## config.mk

```make
export PLATFORM = sky130hd
export DESIGN_NAME = midpoint_circle_generator
export DESIGN_NICKNAME = d
export VERILOG_FILES = /design/src/design/mcg_pkg.sv /design/src/design/midpoint_circle_generator.sv
export SDC_FILE = /design/constraint.sdc
export NUM_CORES = 1
export LEC_CHECK = 0
export BUFFER_PORTS_ARGS = -buffer_cell sky130_fd_sc_hd__clkbuf_2
export CORE_MARGIN = 2
export CORE_UTILIZATION = 42
export DETAILED_ROUTE_END_ITERATION = 8
export SLEW_MARGIN = 20
export SYNTH_ARGS = -nofsm -noshare
export SYNTH_HDL_FRONTEND = slang
export SYNTH_SLANG_ARGS = --single-unit
```

## constraint.sdc

```tcl
create_clock -name clk -period 4.9 [get_ports clk]
set_input_delay 0.735 -clock clk [delete_from_list [all_inputs] [get_ports clk]]
set_output_delay 0.735 -clock clk [all_outputs]
set_load 0.005 [all_outputs]
```

## src/design/mcg_pkg.sv

```systemverilog
// Shared types and constants for the midpoint circle generator.
package mcg_pkg;

	localparam int COORD_WIDTH = 10;
	localparam int DEC_WIDTH   = COORD_WIDTH + 2;
	localparam int PIX_WIDTH   = 12;
	localparam int COLOR_WIDTH = 4;
	localparam int IDX_WIDTH   = 3;

	localparam logic [COLOR_WIDTH-1:0] COLOR_RESET = COLOR_WIDTH'(15);
	localparam logic [IDX_WIDTH-1:0]   IDX_LAST    = IDX_WIDTH'(7);

	localparam logic [DEC_WIDTH-1:0] DEC_START     = DEC_WIDTH'(1);
	localparam logic [DEC_WIDTH-1:0] DEC_INC_SIDE  = DEC_WIDTH'(3);
	localparam logic [DEC_WIDTH-1:0] DEC_INC_DIAG  = DEC_WIDTH'(5);

	localparam logic MODE_START = 1'b0;
	localparam logic MODE_STEP  = 1'b1;

	typedef struct packed {
		logic       mode;
		logic [9:0] center_x;
		logic [9:0] center_y;
		logic [8:0] radius;
	} in_word_t;

	typedef struct packed {
		logic signed [PIX_WIDTH-1:0] pixel_x;
		logic signed [PIX_WIDTH-1:0] pixel_y;
		logic [COLOR_WIDTH-1:0]      color;
		logic                        last;
	} out_word_t;

	typedef struct packed {
		logic [COORD_WIDTH-1:0] cx;
		logic [COORD_WIDTH-1:0] cy;
		logic [COORD_WIDTH-1:0] x;
		logic [COORD_WIDTH-1:0] y;
		logic                   last;
	} point_t;

endpackage

```

## src/design/midpoint_circle_generator.sv

```systemverilog
// Midpoint circle rasteriser with eight-way symmetric pixel output.
// Each input word is taken on a handshake: a start loads the centre and radius, a step runs
// one midpoint iteration, and either one yields eight pixel words, one per cycle from the
// output register while out_ready holds. A step while no circle is active yields nothing.
// One computed point waits in a holding register while the previous point is still being
// sent, so the input is taken again as soon as the emitter takes the held point.
module midpoint_circle_generator
	import mcg_pkg::*;
(
	input  logic                   clk,
	input  logic                   arst_n,
	input  logic                   in_valid,
	output logic                   in_ready,
	input  in_word_t               in_word,
	output logic                   out_valid,
	input  logic                   out_ready,
	output out_word_t              out_word,
	input  logic                   cfg_we,
	input  logic [COLOR_WIDTH-1:0] cfg_wdata
);

	logic [COLOR_WIDTH-1:0] color_q;
	logic [COORD_WIDTH-1:0] cx_q, cy_q, oct_x_q, oct_y_q;
	logic [DEC_WIDTH-1:0]   dec_q;
	logic                   active_q;

	point_t                 pend_s1;
	logic                   pend_v_s1;
	point_t                 pt_s2;
	logic                   busy_s2;
	logic [IDX_WIDTH-1:0]   idx_q;
	logic                   out_valid_q;
	out_word_t              out_q;

	logic                   accept, advance, take, emit;
	logic [COORD_WIDTH-1:0] r_c, x_nxt, y_nxt, cx_nxt, cy_nxt;
	logic [DEC_WIDTH-1:0]   x_d, y_d, dec_inc, dec_nxt;
	logic                   active_nxt;

	logic                   swap, xneg, yneg;
	logic [COORD_WIDTH-1:0] dx, dy;
	logic [PIX_WIDTH-1:0]   px, py;

	assign advance  = !out_valid_q || out_ready;
	assign take     = pend_v_s1 && (!busy_s2 || (advance && idx_q == IDX_LAST));
	assign in_ready = !pend_v_s1 || take;
	assign accept   = in_valid && in_ready;

	// next circle state
	always_comb begin
		r_c     = COORD_WIDTH'(in_word.radius);
		x_d     = DEC_WIDTH'(oct_x_q);
		y_d     = DEC_WIDTH'(oct_y_q);
		if (dec_q[DEC_WIDTH-1]) begin
			dec_inc = (x_d << 1) + DEC_INC_SIDE;
		end else begin
			dec_inc = ((x_d - y_d) << 1) + DEC_INC_DIAG;
		end
		if (in_word.mode == MODE_START) begin
			cx_nxt     = COORD_WIDTH'(in_word.center_x);
			cy_nxt     = COORD_WIDTH'(in_word.center_y);
			x_nxt      = '0;
			y_nxt      = r_c;
			dec_nxt    = DEC_START - DEC_WIDTH'(r_c);
			active_nxt = (r_c != '0);
			emit       = 1'b1;
		end else begin
			cx_nxt     = cx_q;
			cy_nxt     = cy_q;
			x_nxt      = oct_x_q + COORD_WIDTH'(1);
			y_nxt      = dec_q[DEC_WIDTH-1] ? oct_y_q : oct_y_q - COORD_WIDTH'(1);
			dec_nxt    = dec_q + dec_inc;
			active_nxt = (x_nxt < y_nxt);
			emit       = active_q;
		end
	end

	always_ff @(posedge clk or negedge arst_n) begin
		if (!arst_n) begin
			color_q  <= COLOR_RESET;
			cx_q     <= '0;
			cy_q     <= '0;
			oct_x_q  <= '0;
			oct_y_q  <= '0;
			dec_q    <= '0;
			active_q <= 1'b0;
		end else begin
			if (cfg_we) begin
				color_q <= cfg_wdata;
			end
			if (accept && emit) begin
				cx_q     <= cx_nxt;
				cy_q     <= cy_nxt;
				oct_x_q  <= x_nxt;
				oct_y_q  <= y_nxt;
				dec_q    <= dec_nxt;
				active_q <= active_nxt;
			end
		end
	end

	// hold the next point while the current one drains
	always_ff @(posedge clk or negedge arst_n) begin
		if (!arst_n) begin
			pend_v_s1 <= 1'b0;
		end else if (accept && emit) begin
			pend_v_s1 <= 1'b1;
		end else if (take) begin
			pend_v_s1 <= 1'b0;
		end
	end

	always_ff @(posedge clk) begin
		if (accept && emit) begin
			pend_s1.cx   <= cx_nxt;
			pend_s1.cy   <= cy_nxt;
			pend_s1.x    <= x_nxt;
			pend_s1.y    <= y_nxt;
			pend_s1.last <= !active_nxt;
		end
		if (take) begin
			pt_s2 <= pend_s1;
		end
	end

	// mirror the point into the octant picked by the index
	always_comb begin
		swap = idx_q[0] ^ idx_q[1];
		xneg = idx_q[2];
		yneg = !(idx_q[1] ^ idx_q[2]);
		dx   = swap ? pt_s2.y : pt_s2.x;
		dy   = swap ? pt_s2.x : pt_s2.y;
		px   = xneg ? PIX_WIDTH'(pt_s2.cx) - PIX_WIDTH'(dx) : PIX_WIDTH'(pt_s2.cx) + PIX_WIDTH'(dx);
		py   = yneg ? PIX_WIDTH'(pt_s2.cy) - PIX_WIDTH'(dy) : PIX_WIDTH'(pt_s2.cy) + PIX_WIDTH'(dy);
	end

	always_ff @(posedge clk or negedge arst_n) begin
		if (!arst_n) begin
			busy_s2     <= 1'b0;
			idx_q       <= '0;
			out_valid_q <= 1'b0;
		end else begin
			if (advance) begin
				out_valid_q <= busy_s2;
			end
			if (take) begin
				busy_s2 <= 1'b1;
				idx_q   <= '0;
			end else if (advance && busy_s2) begin
				idx_q <= idx_q + IDX_WIDTH'(1);
				if (idx_q == IDX_LAST) begin
					busy_s2 <= 1'b0;
				end
			end
		end
	end

	always_ff @(posedge clk) begin
		if (advance && busy_s2) begin
			out_q.pixel_x <= px;
			out_q.pixel_y <= py;
			out_q.color   <= color_q;
			out_q.last    <= pt_s2.last && (idx_q == IDX_LAST);
		end
	end

	assign out_valid = out_valid_q;
	assign out_word  = out_q;

	a_pend_taken: assert property (@(posedge clk) disable iff (!arst_n)
		pend_v_s1 && !busy_s2 |=> busy_s2)
		else $error("held point not moved to the emitter");

	a_emit_valid: assert property (@(posedge clk) disable iff (!arst_n)
		busy_s2 && idx_q != '0 |-> out_valid_q)
		else $error("emission under way without an output word");

	a_active_order: assert property (@(posedge clk) disable iff (!arst_n)
		active_q |-> oct_x_q < oct_y_q)
		else $error("active circle with x not below y");

	a_start_active: assert property (@(posedge clk) disable iff (!arst_n)
		accept && in_word.mode == MODE_START && COORD_WIDTH'(in_word.radius) != '0
		|=> active_q)
		else $error("start with nonzero radius left the circle idle");

	a_last_final: assert property (@(posedge clk) disable iff (!arst_n)
		out_valid_q && out_q.last |-> !active_q || pend_v_s1 || busy_s2)
		else $error("last word flagged while circle still running");

endmodule

```

==> results.md <==
- Yosys warns: 0
- Yosys cell types: 68
- Tcrit/Tclk final: 0.907
- Core area: 23500 um^2
- RR Startpoint: oct_x_q[0]$_DFFE_PN0P_
- Worst-Skew Late Latency: 0.44 ns
- Slowest cell on crit path: dfrtp_1
- CTS tree: yes
- Final-report hold violation count: 0
- CP bufs+invs: 1
- Clock buffer count from CTS: 17
- Die Area: 25100 um^2
- Slew HR: 0.301
- Initial Util: 0.428
- Syn_area_per_cell: 11.6 um^2
- Detailed Route WL: 19.4 mm
- I/O pin total: 70
- Placed wire-length estimate: 14.2 mm
- Final Cell Area: 11400 um^2
- Setup CP Type: register to register
- R2r worst-path depth: 18
- Proportion of layout cells with a drive suffix above 1: 0.233
- Critical Path, Cell by Cell: inv_1 > ha_1 > fa_1 > nor2b_4 > o21a_1 > nor2_1 > xnor2_1 > nand3_2 > nor2_1 > xnor2_1 > o21ai_0 > ha_1 > and2_1 > a31oi_1 > o31ai_1 > o41ai_2 > xor3_1 > o31a_1
- Worst path depth: 18
- Setup crit start kind: register
- Post-route clock skew: 0.0182 ns
- CTS root buffer: clkbuf_16
- PortBufs: 69
- Detail Route Antenna Nets: 0
- Number of global-route vias before repair: 6310
- RR Endpoint: dec_q[11]$_DFFE_PN0P_
- Area delta synth->final: 13.4%
- DRC viols: 0
- Critical Path Max Stage Delay: 0.49 ns
- Worst setup EP type: register
- Largest net degree at the start of global routing: 75
- Cts repair resizes: 0
- Commonest non-fill, non-tap cell in the layout: edfxtp_1
- Period minus WS final: 4.45 ns
- Drt initial violations: 355
- DR WL/cell: 15.3 um
- DIE WIDTH: 159 um
- Num Clock Sinks: 174
- Overflow after GRT: 0
- Most common flop cell mapped by yosys: edfxtp_1
- Reg2Reg Setup Slack: 0.45 ns
- Placed cell area: 10800 um^2
- Post-synth ARST share: 0.362
- PD cells: 654 nW/um^2
- H-tree depth: 4
- EDFF count, synth: 111
- Hold_buf cts: 0
- Fmax: 0.225 GHz
- Die H: 159 um
- Worst Hold Class: input port to asynchronous set/reset pin
- CP Data Arrival Time: 4.77 ns
- CP top delay family: adder cells
- Aggregate global-route resource usage: 0.166
- Total vias in the final route: 6423
- First-pass GRT wire length: 32.1 mm
- Nets: 1059
- Vias per inst: 5.06
- Pins over their slew limit: 0
- Final setup viols: 0
- Max clock buf depth: 2
- Worst Path Required: 5.22 ns
- Unrepaired setup endpoints after global routing: no
- Max Cap Viol: 0
- Worst slew pin tran: 1.05 ns
- Initial antenna violation count: 0
- Synthesized area: 10000 um^2
- Post-Syn Nets: 989
- Worst-path clk slew: 0.08 ns
- Post-CTS Setup Bufs: 0
- TNS Setup: 0 ns
- Worst-path fanout max: 8
- Synth Instances: 868
- Run status: finished, final reports clean
- Placer Congestion: 0.800
- Diodes inserted: 0
- Leak: 4.77 nW
- Row Count: 56
- TritonRoute pass-1 iters: 5
- Commonest cells after routing, fill and taps aside: edfxtp_1, mux2_2, ha_1
- Sequential share of the synthesized area: 0.490
- Maximum VDD drop: 0.000265 V
- Yosys reg bits: 174
[power breakdown]
part / switching [mW] / internal [mW]
clock network: 0.671 / 0.747
logic: 1.95 / 1.70
registers: 0.232 / 2.14
total: 2.85 / 4.59
[kinds of logic (layout without fill, tap and decap cells)]
group	count (synthesis)	in the layout	synth area share
AO/OA/AOI/OAI	172	172	0.107
XOR/XNOR	60	60	0.0580
adder cells (fa/ha/maj)	82	82	0.107
buffers and inverters	86	169	0.0323
flip-flops	174	174	0.490
multiplexers	91	91	0.101
AND/OR/NAND/NOR	203	203	0.105
[sequential cells by signal, summed over array words and instances, names as in the netlist]
register	cells
pend_s1	41
out_word	29
idx_q	3
cx_q	10
out_valid	1
dec_q	12
pend_v_s1	1
pt_s2	41
oct_x_q	10
active_q	1
cy_q	10
oct_y_q	10
busy_s2	1
color_q	4
[cell usage after synthesis (14+ instances only)]
cell type | n | area share
nor2_1 | 50 | 0.019
ha_1 | 76 | 0.095
inv_1 | 59 | 0.022
edfxtp_1 | 111 | 0.33
nand2b_1 | 14 | 0.0087
dfrtp_1 | 59 | 0.15
a21o_1 | 19 | 0.014
mux2_2 | 84 | 0.094
and2_1 | 15 | 0.0094
a21oi_1 | 52 | 0.026
xnor2_1 | 42 | 0.037
o21ai_0 | 50 | 0.025
nand2_1 | 52 | 0.019
clkbuf_1 | 20 | 0.0075
[worst max path at each step]
| stage | startpoint | end |
|---|---|---|
| after floorplan | oct_x_q[0]$_DFFE_PN0P_ | dec_q[11]$_DFFE_PN0P_ |
| after global placement | oct_x_q[0]$_DFFE_PN0P_ | dec_q[11]$_DFFE_PN0P_ |
| after detailed placement | oct_x_q[0]$_DFFE_PN0P_ | dec_q[11]$_DFFE_PN0P_ |
| after CTS | oct_x_q[0]$_DFFE_PN0P_ | dec_q[11]$_DFFE_PN0P_ |
| after global routing | oct_x_q[0]$_DFFE_PN0P_ | dec_q[11]$_DFFE_PN0P_ |
| final | oct_x_q[0]$_DFFE_PN0P_ | dec_q[11]$_DFFE_PN0P_ |
[routing by layer]
metal	up-vias	global-route usage	wire (um)
met5	-	0	0
met4	0	0.0360	146
met3	12	0.0340	529
met2	88	0.279	9170
met1	3071	0.222	9580
li1	3252	-	-
[layout make-up]
class,count,area (um^2)
flip-flops and latches,174,4910
well taps,319,399
inverters,60,225
clock buffers,17,425
repair buffers,77,405
multi-input cells,608,4810
fillers,2158,12100
clock inverters,15,208
[through the flow]
stage          cells  hold slack (ns)  utilization  power, mW  setup WS, ns
6_report        1270            0.321        0.485       7.44         0.453
2_1_floorplan    868            0.400            -       5.22         0.903
3_3_place_gp    1238            0.401        0.458       6.01         0.640
3_5_place_dp    1238            0.405        0.458       6.07         0.502
4_1_cts         1270            0.345        0.485       7.52         0.479
5_1_grt         1270            0.371        0.485       8.08        0.0681
(Power assumes the default switching activity.)
